## config.mk

```make
export PLATFORM = sky130hd
export DESIGN_NAME = channel_selector_with_scan_unit
export DESIGN_NICKNAME = d
export VERILOG_FILES = /design/src/hdl/chsel_pkg.sv /design/src/hdl/channel_selector_with_scan_unit.sv
export SDC_FILE = /design/constraint.sdc
export NUM_CORES = 1
export LEC_CHECK = 0
export BUFFER_PORTS_ARGS = -buffer_cell sky130_fd_sc_hd__buf_2
export CORE_MARGIN = 3
export CORE_UTILIZATION = 40
export CTS_CLUSTER_DIAMETER = 40
export DETAILED_ROUTE_END_ITERATION = 10
export PLACE_DENSITY = 0.54
export SLEW_MARGIN = 20
export SYNTH_ARGS = -nofsm -noshare
export SYNTH_HDL_FRONTEND = slang
export SYNTH_SLANG_ARGS = --single-unit
export TNS_END_PERCENT = 50
```

## constraint.sdc

```tcl
create_clock -name clk -period 8.2 [get_ports clk]
set_clock_uncertainty 0.2 [all_clocks]
set_input_delay 0.82 -clock clk [delete_from_list [all_inputs] [get_ports clk]]
set_output_delay 0.82 -clock clk [all_outputs]
set_load 0.005 [all_outputs]
```

## src/hdl/chsel_pkg.sv

```systemverilog
// Package for the channel selector with scan unit.
// Holds field widths, defaults, register indexes, beat types and the switch decoder.
// No dependencies.
`default_nettype none

package chsel_pkg;

	localparam int CHAN_W     = 7;
	localparam int POS_W      = 4;
	localparam int CODE_W     = 8;
	localparam int SW_W       = 5;
	localparam int LEVEL_W    = 10;
	localparam int DWELL_W    = 16;
	localparam int RETUNE_W   = 6;
	localparam int CFG_IDX_W  = 2;
	localparam int CFG_DATA_W = 16;

	localparam int NUM_CHANNELS_DEF = 80;
	localparam int RETUNE_TICKS_DEF = 40;

	localparam logic [LEVEL_W-1:0] THRESHOLD_RST  = 10'd500;
	localparam logic [DWELL_W-1:0] DWELL_HIT_RST  = 16'd5000;
	localparam logic [DWELL_W-1:0] DWELL_MISS_RST = 16'd50;

	localparam logic [CHAN_W-1:0] CHAN_FIRST = 7'd1;
	localparam logic [POS_W-1:0]  POS_NONE   = 4'd0;
	localparam logic [POS_W-1:0]  POS_FIRST  = 4'd1;
	localparam logic [POS_W-1:0]  POS_SECOND = 4'd2;
	localparam logic [POS_W-1:0]  POS_LAST   = 4'd12;

	typedef enum logic [CFG_IDX_W-1:0] {
		CFG_START_CHANNEL = 2'd0,
		CFG_THRESHOLD     = 2'd1,
		CFG_DWELL_HIT     = 2'd2,
		CFG_DWELL_MISS    = 2'd3
	} cfg_idx_t;

	typedef enum logic {
		OP_TICK = 1'b0,
		OP_LOAD = 1'b1
	} op_t;

	typedef struct packed {
		logic               operation;
		logic               strobe_active;
		logic [SW_W-1:0]    switch_code;
		logic               scan_on;
		logic [LEVEL_W-1:0] signal_level;
		logic [CHAN_W-1:0]  table_index;
		logic [CODE_W-1:0]  table_code;
	} req_t;

	typedef struct packed {
		logic [CODE_W-1:0] pll_code;
		logic [CHAN_W-1:0] channel;
		logic              tx_mute;
		logic [POS_W-1:0]  position;
	} rsp_t;

	// Selector lines to switch position; zero marks a code that is not a position.
	function automatic logic [POS_W-1:0] pos_of_code(input logic [SW_W-1:0] code);
		logic [POS_W-1:0] p;
		unique case (code)
			5'b00001: p = 4'd1;
			5'b11110: p = 4'd2;
			5'b01110: p = 4'd3;
			5'b11011: p = 4'd4;
			5'b01011: p = 4'd5;
			5'b10011: p = 4'd6;
			5'b00011: p = 4'd7;
			5'b01101: p = 4'd8;
			5'b10101: p = 4'd9;
			5'b00101: p = 4'd10;
			5'b11001: p = 4'd11;
			5'b10001: p = 4'd12;
			default:  p = POS_NONE;
		endcase
		return p;
	endfunction

endpackage

`default_nettype wire

```

## src/hdl/channel_selector_with_scan_unit.sv

```systemverilog
// Two register stages: an accepted input beat is registered into stage s1 with the PLL code
// table read, then moves into the result register when that register can advance.
// Throughput: one beat per cycle while rsp_stall does not hold the result register.
// Reset: channel 1, position 1, no dwell or retune, default scan registers.
// The PLL code table reads as zero after reset through per-entry valid bits, with no
// clearing pass, so beats are accepted right after reset.
// Depends on chsel_pkg.
`default_nettype none

module channel_selector_with_scan_unit
	import chsel_pkg::*;
#(
	parameter int NUM_CHANNELS = NUM_CHANNELS_DEF,
	parameter int RETUNE_TICKS = RETUNE_TICKS_DEF
) (
	input  wire logic                  clk,
	input  wire logic                  arst_n,
	input  wire logic                  cfg_we,
	input  wire logic [CFG_IDX_W-1:0]  cfg_index,
	input  wire logic [CFG_DATA_W-1:0] cfg_data,
	input  wire logic                  req_valid,
	output logic                       req_stall,
	input  wire req_t                  req,
	output logic                       rsp_valid,
	input  wire logic                  rsp_stall,
	output rsp_t                       rsp
);

	localparam int AW = $clog2(NUM_CHANNELS);
	localparam logic [CHAN_W-1:0]   CHAN_LAST = CHAN_W'(NUM_CHANNELS);
	localparam logic [RETUNE_W-1:0] RETUNE_LD = RETUNE_W'(RETUNE_TICKS);

	logic [LEVEL_W-1:0]  threshold_q;
	logic [DWELL_W-1:0]  dwell_hit_q;
	logic [DWELL_W-1:0]  dwell_miss_q;

	logic [CHAN_W-1:0]   chan_q, chan_n;
	logic [POS_W-1:0]    pos_q, pos_n;
	logic                seen_q, seen_n;
	logic [DWELL_W-1:0]  dwell_q, dwell_n;
	logic                dwelling_q, dwelling_n;
	logic [RETUNE_W-1:0] retune_q, retune_n;
	logic                mute_n;

	logic [CODE_W-1:0]   mem [NUM_CHANNELS];
	logic [NUM_CHANNELS-1:0] ent_vld_q;

	logic                accept;
	logic                s1_adv;
	logic                tbl_we;
	logic [CHAN_W-1:0]   widx_m1, ridx_m1;
	logic [AW-1:0]       waddr, raddr;
	logic [POS_W-1:0]    dec_pos, new_pos;
	logic                go_up, go_down;
	logic [CHAN_W-1:0]   chan_up, chan_down;

	logic                valid_s1;
	logic [CODE_W-1:0]   rd_s1;
	logic                fwd_s1;
	logic [CODE_W-1:0]   fwd_code_s1;
	logic                zero_s1;
	logic [CHAN_W-1:0]   chan_s1;
	logic                mute_s1;
	logic [POS_W-1:0]    pos_s1;
	logic [CODE_W-1:0]   code_s1;

	logic                rsp_valid_q;
	rsp_t                rsp_q;

	assign s1_adv    = !rsp_valid_q || !rsp_stall;
	assign req_stall = valid_s1 && !s1_adv;
	assign accept    = req_valid && !req_stall;

	assign chan_up   = (chan_q >= CHAN_LAST) ? CHAN_FIRST : chan_q + 7'd1;
	assign chan_down = (chan_q <= CHAN_FIRST) ? CHAN_LAST : chan_q - 7'd1;

	assign dec_pos = pos_of_code(req.switch_code);
	assign new_pos = (dec_pos == POS_NONE) ? pos_q : dec_pos;

	always_comb begin
		go_up   = 1'b0;
		go_down = 1'b0;
		if (new_pos == POS_FIRST) begin
			go_down = (pos_q == POS_SECOND);
			go_up   = (pos_q != POS_SECOND);
		end else if (new_pos == POS_LAST) begin
			go_down = (pos_q == POS_FIRST);
			go_up   = (pos_q != POS_FIRST);
		end else begin
			go_down = (new_pos < pos_q);
			go_up   = (new_pos > pos_q);
		end
	end

	always_comb begin
		chan_n     = chan_q;
		pos_n      = pos_q;
		seen_n     = seen_q;
		dwell_n    = dwell_q;
		dwelling_n = dwelling_q;
		retune_n   = retune_q;
		mute_n     = 1'b0;
		if (req.operation == OP_TICK) begin
			if (req.strobe_active) begin
				seen_n = 1'b1;
				mute_n = 1'b1;
			end else if (seen_q) begin
				if (go_up) begin
					chan_n = chan_up;
				end else if (go_down) begin
					chan_n = chan_down;
				end
				pos_n      = new_pos;
				seen_n     = 1'b0;
				dwelling_n = 1'b0;
				dwell_n    = '0;
				retune_n   = RETUNE_LD;
			end else if (retune_q != '0) begin
				retune_n = retune_q - 6'd1;
			end else if (dwelling_q) begin
				if (dwell_q == '0) begin
					dwelling_n = 1'b0;
					chan_n     = chan_up;
					retune_n   = RETUNE_LD;
				end else begin
					dwell_n = dwell_q - 16'd1;
				end
			end else if (req.scan_on) begin
				dwell_n    = (req.signal_level >= threshold_q) ? dwell_hit_q : dwell_miss_q;
				dwelling_n = 1'b1;
			end
		end
		if (retune_n != '0) begin
			mute_n = 1'b1;
		end
	end

	assign tbl_we  = accept && (req.operation == OP_LOAD) && (req.table_index >= CHAN_FIRST)
		&& (req.table_index <= CHAN_LAST);
	assign widx_m1 = req.table_index - 7'd1;
	assign waddr   = widx_m1[AW-1:0];
	assign ridx_m1 = chan_n - 7'd1;
	assign raddr   = ridx_m1[AW-1:0];

	always_ff @(posedge clk or negedge arst_n) begin
		if (!arst_n) begin
			threshold_q  <= THRESHOLD_RST;
			dwell_hit_q  <= DWELL_HIT_RST;
			dwell_miss_q <= DWELL_MISS_RST;
			chan_q       <= CHAN_FIRST;
			pos_q        <= POS_FIRST;
			seen_q       <= 1'b0;
			dwell_q      <= '0;
			dwelling_q   <= 1'b0;
			retune_q     <= '0;
		end else if (cfg_we) begin
			unique case (cfg_idx_t'(cfg_index))
				CFG_START_CHANNEL: begin
					if ((cfg_data[CHAN_W-1:0] >= CHAN_FIRST)
						&& (cfg_data[CHAN_W-1:0] <= CHAN_LAST)) begin
						chan_q <= cfg_data[CHAN_W-1:0];
					end else begin
						chan_q <= CHAN_FIRST;
					end
				end
				CFG_THRESHOLD:  threshold_q  <= cfg_data[LEVEL_W-1:0];
				CFG_DWELL_HIT:  dwell_hit_q  <= cfg_data;
				CFG_DWELL_MISS: dwell_miss_q <= cfg_data;
				default: ;
			endcase
		end else if (accept) begin
			chan_q     <= chan_n;
			pos_q      <= pos_n;
			seen_q     <= seen_n;
			dwell_q    <= dwell_n;
			dwelling_q <= dwelling_n;
			retune_q   <= retune_n;
		end
	end

	always_ff @(posedge clk) begin
		if (tbl_we) begin
			mem[waddr] <= req.table_code;
		end
	end

	always_ff @(posedge clk) begin
		if (accept) begin
			rd_s1 <= mem[raddr];
		end
	end

	always_ff @(posedge clk or negedge arst_n) begin
		if (!arst_n) begin
			ent_vld_q <= '0;
		end else if (tbl_we) begin
			ent_vld_q[waddr] <= 1'b1;
		end
	end

	always_ff @(posedge clk or negedge arst_n) begin
		if (!arst_n) begin
			valid_s1 <= 1'b0;
		end else if (accept) begin
			valid_s1 <= 1'b1;
		end else if (s1_adv) begin
			valid_s1 <= 1'b0;
		end
	end

	always_ff @(posedge clk) begin
		if (accept) begin
			fwd_s1      <= tbl_we && (waddr == raddr);
			fwd_code_s1 <= req.table_code;
			zero_s1     <= !ent_vld_q[raddr];
			chan_s1     <= chan_n;
			mute_s1     <= mute_n;
			pos_s1      <= pos_n;
		end
	end

	always_comb begin
		if (fwd_s1) begin
			code_s1 = fwd_code_s1;
		end else if (zero_s1) begin
			code_s1 = '0;
		end else begin
			code_s1 = rd_s1;
		end
	end

	always_ff @(posedge clk or negedge arst_n) begin
		if (!arst_n) begin
			rsp_valid_q <= 1'b0;
		end else if (s1_adv) begin
			rsp_valid_q <= valid_s1;
		end
	end

	always_ff @(posedge clk) begin
		if (s1_adv && valid_s1) begin
			rsp_q.pll_code <= code_s1;
			rsp_q.channel  <= chan_s1;
			rsp_q.tx_mute  <= mute_s1;
			rsp_q.position <= pos_s1;
		end
	end

	assign rsp_valid = rsp_valid_q;
	assign rsp       = rsp_q;

endmodule

`default_nettype wire

```

Word-level counts from Yosys, hierarchy flattened
Memory sizes are Yosys's and may differ from the RTL's. A register that Yosys moved wholly into a read port is not among the register bits.
Index checks and enable logic that the tools add are counted.
- eq/ne operators: 13
- reduce and logical (&&, ||, !) cells: 31
- multiplexer cells: 51
- bitwise gates (word level): 4
- add/subtract/negate cells: 6
- magnitude comparators: 12
- multiply operators: 0
- shift operators: 0
- div/mod/pow operators: 0
- operators by type and width (kind ; number):
    $mux W7 ; 14
    $mux W16 ; 6
    $or A80 B80 Y80 ; 1
    $mux W6 ; 6
    $ge A7 B1 Y1 const B ; 3
    $sub A7 B1 Y7 const B ; 3
    $mux W1 ; 17
    $logic_not A16 Y1 ; 1
    $lt A7 B8 Y1 const B ; 2
    $mux W4 ; 4
    $mux W8 ; 2
    $sub A16 B1 Y16 const B ; 1
    $le A7 B7 Y1 const B ; 2
    $reduce_bool A6 Y1 ; 2
    $ge A10 B10 Y1 ; 1
    $reduce_and A2 Y1 ; 5
    $logic_and A1 B1 Y1 ; 9
    $eq A4 B1 Y1 const B ; 2
    $add A7 B1 Y7 const B ; 1
    $bmux W1 S7 ; 1
    $demux W1 S7 ; 1
    $eq A7 B7 Y1 ; 1
    $ge A7 B7 Y1 const B ; 1
    $le A7 B1 Y1 const B ; 1
    other kinds (22) ; 30
- bits in latches: 0
- RAM bits: 640
- memories: 2
- memory bits (read-only): 128
- bits of input ports: 56
- bits in registers: 201
- memory list (name ; depth ; bits a word ; read ports ; clocked after memory_dff ; write ports ; line ; source):
    mem ; 80 ; 8 ; 1 ; 1 ; 1 ; channel_selector_with_scan_unit.sv:45 ; logic [CODE_W-1:0] mem [NUM_CHANNELS];
    (name not given) ; 32 ; 4 ; 1 ; 0 ; 0 ; chsel_pkg.sv:63 ; unique case (code)

Logic depth before layout (Yosys ltp)
An unclocked memory read counts as a cell.
- depth in word-level cells: 15
- gate-level depth with buffers: 28

Worst setup path before layout
No wires, ideal clock.
- path type: input to register
- start: in req[27] in the netlist's numbering
- end: reg rd_s1[0], read port of mem (data pin)
- cell stages on the path: 27
- arrival: 6591 ps
- setup time: 274 ps
- required time: 7726 ps
- setup slack: 1135 ps
- cell sequence: buf_2 and3b_1 a311o_1 a221oi_2 inv_2 ha_1 nor2b_1 o21ai_0 nand2b_1 a21o_1 nand2_1 a21o_2 a221oi_4 inv_2 buf_6 buf_6 buf_4 buf_2 ha_1 clkbuf_1 clkbuf_1 clkbuf_1 clkbuf_1 mux4_2 mux2_2 a21oi_1 a31oi_1
- word-level cells in the longest chain between the ends: 12
- elaborated cells on any way between the ends: 17
- classes of those cells: 1 x add/sub; 2 x order compare; 2 x eq/ne; 10 x mux; 1 x reduce/logical; 1 x memory
- ends and longest elaborated chain (element ; line ; source):
    from (decl) ; channel_selector_with_scan_unit.sv:23 ; input wire req_t req,
    $mem_v2 Z32 W4 * ; -- ;
    $logic_not A4 Y1 ; channel_selector_with_scan_unit.sv:78 ; assign new_pos = (dec_pos == POS_NONE) ? pos_q : dec_pos;
    $mux W4 * ; channel_selector_with_scan_unit.sv:78 ;
    $lt A4 B4 Y1 / $eq A4 B4 Y1 (equally long branches) ; channel_selector_with_scan_unit.sv:90, channel_selector_with_scan_unit.sv:86 ;
    $mux W1 ; channel_selector_with_scan_unit.sv:86 ; end else if (new_pos == POS_LAST) begin
    $mux W1 ; channel_selector_with_scan_unit.sv:83 ; if (new_pos == POS_FIRST) begin
    $mux W7 ; channel_selector_with_scan_unit.sv:110 ; end else if (go_down) begin
    $mux W7 * ; channel_selector_with_scan_unit.sv:108 ; if (go_up) begin
    $mux W7 * ; channel_selector_with_scan_unit.sv:107 ; end else if (seen_q) begin
    $mux W7 * ; channel_selector_with_scan_unit.sv:104 ; if (req.strobe_active) begin
    $mux W7 * ; channel_selector_with_scan_unit.sv:103 ; if (req.operation == OP_TICK) begin
    $sub A7 B1 Y7 * ; channel_selector_with_scan_unit.sv:142 ; assign ridx_m1 = chan_n - 7'd1;
    to (decl) ; channel_selector_with_scan_unit.sv:58 ; logic [CODE_W-1:0] rd_s1;
Mark *: on every way between the ends. The rest lies on a longest branch, timed or not.
A chain may end at the register's enable or synchronous reset.

Worst setup path after layout
- start: in req[28] in the netlist's numbering
- end: reg rd_s1[5], read port of mem (data pin)
The elaborated chain is that of the path after synthesis.

==> summary.txt <==
Worst path slowest cell - mux4_2
Yosys warns - 0
Starting Density - 0.4048
Die Y - 302.8 um
Slew @ Worst Pin - 1.108 ns
Crit share post-route - 0.7938
Vias per cell - 5.578
Initial antenna violation count - 3
Worst endpoint required time - 8.37 ns
Grt ovf - 0
Relative slew slack - 0.2586
Syn nets - 2032
H-tree lvl count - 3
Post-Syn Area - 35220 um^2
Max VDD drop - 266.7 uV
Vias - 18700
Die ar. - 91660 um^2
Site Rows - 108
DR pass1 iterations - 5
Commonest non-fill, non-tap cells in the layout - edfxtp_1, mux4_2, dfrtp_1, nor2_1, clkbuf_16
CTS resizes - 0
Min-delay src - req_valid
Setup crit end kind - flop
Fin nets - 2175
PortBufs - 77
Critical Path AT - 6.68 ns
Reg2Reg Setup Slack - 1.74 ns
Share of the yosys chip area belonging to registers - 0.7018
Unrepaired setup endpoints after global routing - no
Share of layout cells above drive strength 1 - 0.3286
Total CTS buffers - 113
Critical Path Source Type - primary input
Metal2 WL - 39530 um
R2R Path End - rd_s1[5]
Final setup violation count - 0
Clock Sinks - 849
Filler Cells Inserted - 7322
TNS Setup - 0 ns
Power share of the combinational group - 0.285
Clock tree root buffer cell - clkbuf_16
Num ports - 78
FF-to-FF path depth - 15
Number of global-route vias before repair - 19320
Die width - 302.8 um
Final antenna-violating net count - 0
Hold slack - 0.1912 ns
Area after DPL - 37010 um^2
Global Route Usage Sum - 0.1873
CTS max path bufs - 3
Core area - 87020 um^2
RR Startpoint - dwelling_q
Global-route wire length before repair - 127300 um
Leakage power - 14.44 nW
Internal - 9.778 mW
Area Growth Syn to Fin - 16.16%
Design area - 40920 um^2
Worst skew pair latency - 0.67 ns
Final max-slew violation count - 0
Initial DRC Count - 1545
WS Path Type - in2reg
Hold Fails Final Rpt - 0
Worst-path clk slew - 0.06 ns
Critical Path Fanout Max - 65
Hold Path Class - in2reg
Status - finished, final reports clean
Wl on met1 - 38030 um
Worst hold path endpoint - valid_s1
CTS tree - done
Fin crit period - 6.509 ns
Top sig layer - met5
Syn Inst Count - 1952
Max-cap violations - 0
Switching pwr - 4.240 mW
Sequential cell fraction of total power - 0.361
Worst path cell trace - buf_2, nand2b_1, a311o_1, a221oi_2, inv_2, ha_1, nor2b_1, o21ai_0, nand2b_1, a21o_1, nand2_1, a21o_2, a221oi_4, inv_8, ha_4, buf_12, mux4_2, mux4_2, a22o_1, a21oi_1, a31oi_1
Synth Register Bits - 849
Remaining DRCs - 0
Synth Flop Type - edfxtp_1
Fmax - 0.1536 GHz
Tot Pwr - 14.02 mW
Drt wl/cell - 25.10 um
Syn Area/Cell - 18.04 um^2
Commonest non-fill, non-tap cell in the layout - edfxtp_1
Largest net degree at the start of global routing - 82
Clock power frac - 0.353
WHS Path Cells - 2
EDFF count, synth - 690
DR WL met3 - 4840 um
Power per Cell Area - 342.6 nW/um^2
Sw frac - 0.3025
HPWL Detailed - 51370 um
Cells after DPL - 3134
Routability cong. - 0.8318
Non-filler cells, final - 3352
Distinct cells, synth - 86
Highest cell delay on the worst timing path - 0.51 ns
Post-synth ARST share - 0.1873
Post-Route WL - 84130 um
-- stage by stage --
step | utilization | worst slack (ns)
global placement | 0.4250 | 1.047
floorplan | - | 1.135
detailed placement | 0.4253 | 1.008
finish | 0.4702 | 1.691
CTS | 0.4700 | 1.673
global route | 0.4701 | 1.371
-- worst max-delay path: cells and delay by family --
kind | cells | cell delay, ns
AOI/OAI and AO/OA | 9 | 2.66
adders and majority gates | 2 | 0.80
buffers and inverters | 4 | 0.86
muxes | 2 | 0.91
and+or+nand+nor | 4 | 0.54
-- cell type report --
type                    instances  area (um^2)  area share
flip-flops and latches        849        24720      0.6041
multi-input cells             970         9951      0.2432
clock buffers                 132         2970     0.07260
well taps                    1155         1445     0.03532
clock inverters                82        909.6     0.02223
repair buffers                116        737.0     0.01801
inverters                      45        176.4    0.004312
diodes                          3        7.507   0.0001835
-- per-layer routing --
layer	vias to the layer above	track usage
met5	-	0
met3	131	0.03349
li1	8093	-
met2	569	0.2939
met4	4	0.05121
met1	9902	0.2710
-- cells by family after synthesis --
logic type	share of synthesized area
mux	0.1638
flops	0.7018
fa+ha+maj	0.008525
compound gates	0.04106
simple gates	0.05779
buf+inv	0.01808
xor+xnor	0.008952
-- worst max-delay path by stage --
stage                          start        to  slack [ns]
after global routing      dwelling_q  rd_s1[5]        1.37
after floorplan              req[27]  rd_s1[0]        1.13
after detailed placement     req[28]  rd_s1[5]        1.01
after CTS                 dwelling_q  rd_s1[5]        1.67
after global placement       req[28]  rd_s1[5]        1.05
final                        req[28]  rd_s1[5]        1.69
-- registers in the layout, summed over array words and instances, names as in the netlist, 4 cells and up --
register      cells
fwd_code_s1       8
rsp              20
ent_vld_q        80
chan_q            7
dwell_miss_q     16
chan_s1           7
threshold_q      10
retune_q          6
pos_s1            4
pos_q             4
dwell_q          16
dwell_hit_q      16
mem             640
rd_s1             8
-- Yosys cell counts, drive strengths merged (3+ instances only) --
| cell type | number | area [um^2] |
|---|---|---|
| o31a | 6 | 52.55 |
| buf | 34 | 262.8 |
| or4 | 4 | 33.78 |
| mux2i | 26 | 260.3 |
| edfxtp | 690 | 20720 |
| mux2 | 59 | 664.4 |
| nand2b | 14 | 87.58 |
| dfrtp | 143 | 3578 |
| a211oi | 5 | 42.54 |
| dfstp | 16 | 420.4 |
| nand3 | 22 | 110.1 |
| nor4 | 9 | 62.56 |
| mux4 | 215 | 4846 |
| o21ai | 52 | 260.2 |
| xnor2 | 19 | 185.2 |
| nor3 | 17 | 90.09 |
| a31oi | 10 | 62.56 |
| nor2 | 143 | 536.8 |
| or3 | 5 | 31.28 |
| ha | 24 | 300.3 |
| a221oi | 7 | 85.08 |
| a21oi | 41 | 209.0 |
| nand4 | 7 | 43.79 |
| a211o | 5 | 43.79 |
| o211ai | 5 | 37.54 |
| or2 | 86 | 538.0 |
| nand2 | 67 | 259.0 |
| and2 | 6 | 37.54 |
| nor2b | 7 | 51.30 |
| nand3b | 6 | 45.04 |
| xor2 | 14 | 130.1 |
| o2111ai | 4 | 35.03 |
| a22o | 28 | 245.2 |
| clkbuf | 54 | 205.2 |
| o21a | 3 | 22.52 |
| o22ai | 5 | 31.28 |
| a21boi | 3 | 22.52 |
| a21o | 11 | 83.83 |
| inv | 45 | 168.9 |
-- power groups by stage --
stage / logic, mW / clock network (mW) / registers (mW)
finish: 4.00 / 4.95 / 5.06
CTS: 4.05 / 5.06 / 5.06
global placement: 4.02 / 0 / 5.14
floorplan: 2.92 / 0 / 5.05
global route: 4.30 / 5.25 / 5.09
detailed placement: 4.04 / 0 / 5.14
-- what timing repair did --
item                                   CTS  global route
endpoints found under the hold margin   47             0
hold buffers                             1             0
setup buffers                            0             0
setup endpoints to repair                0             0
Power figures use the tool's default switching activity.
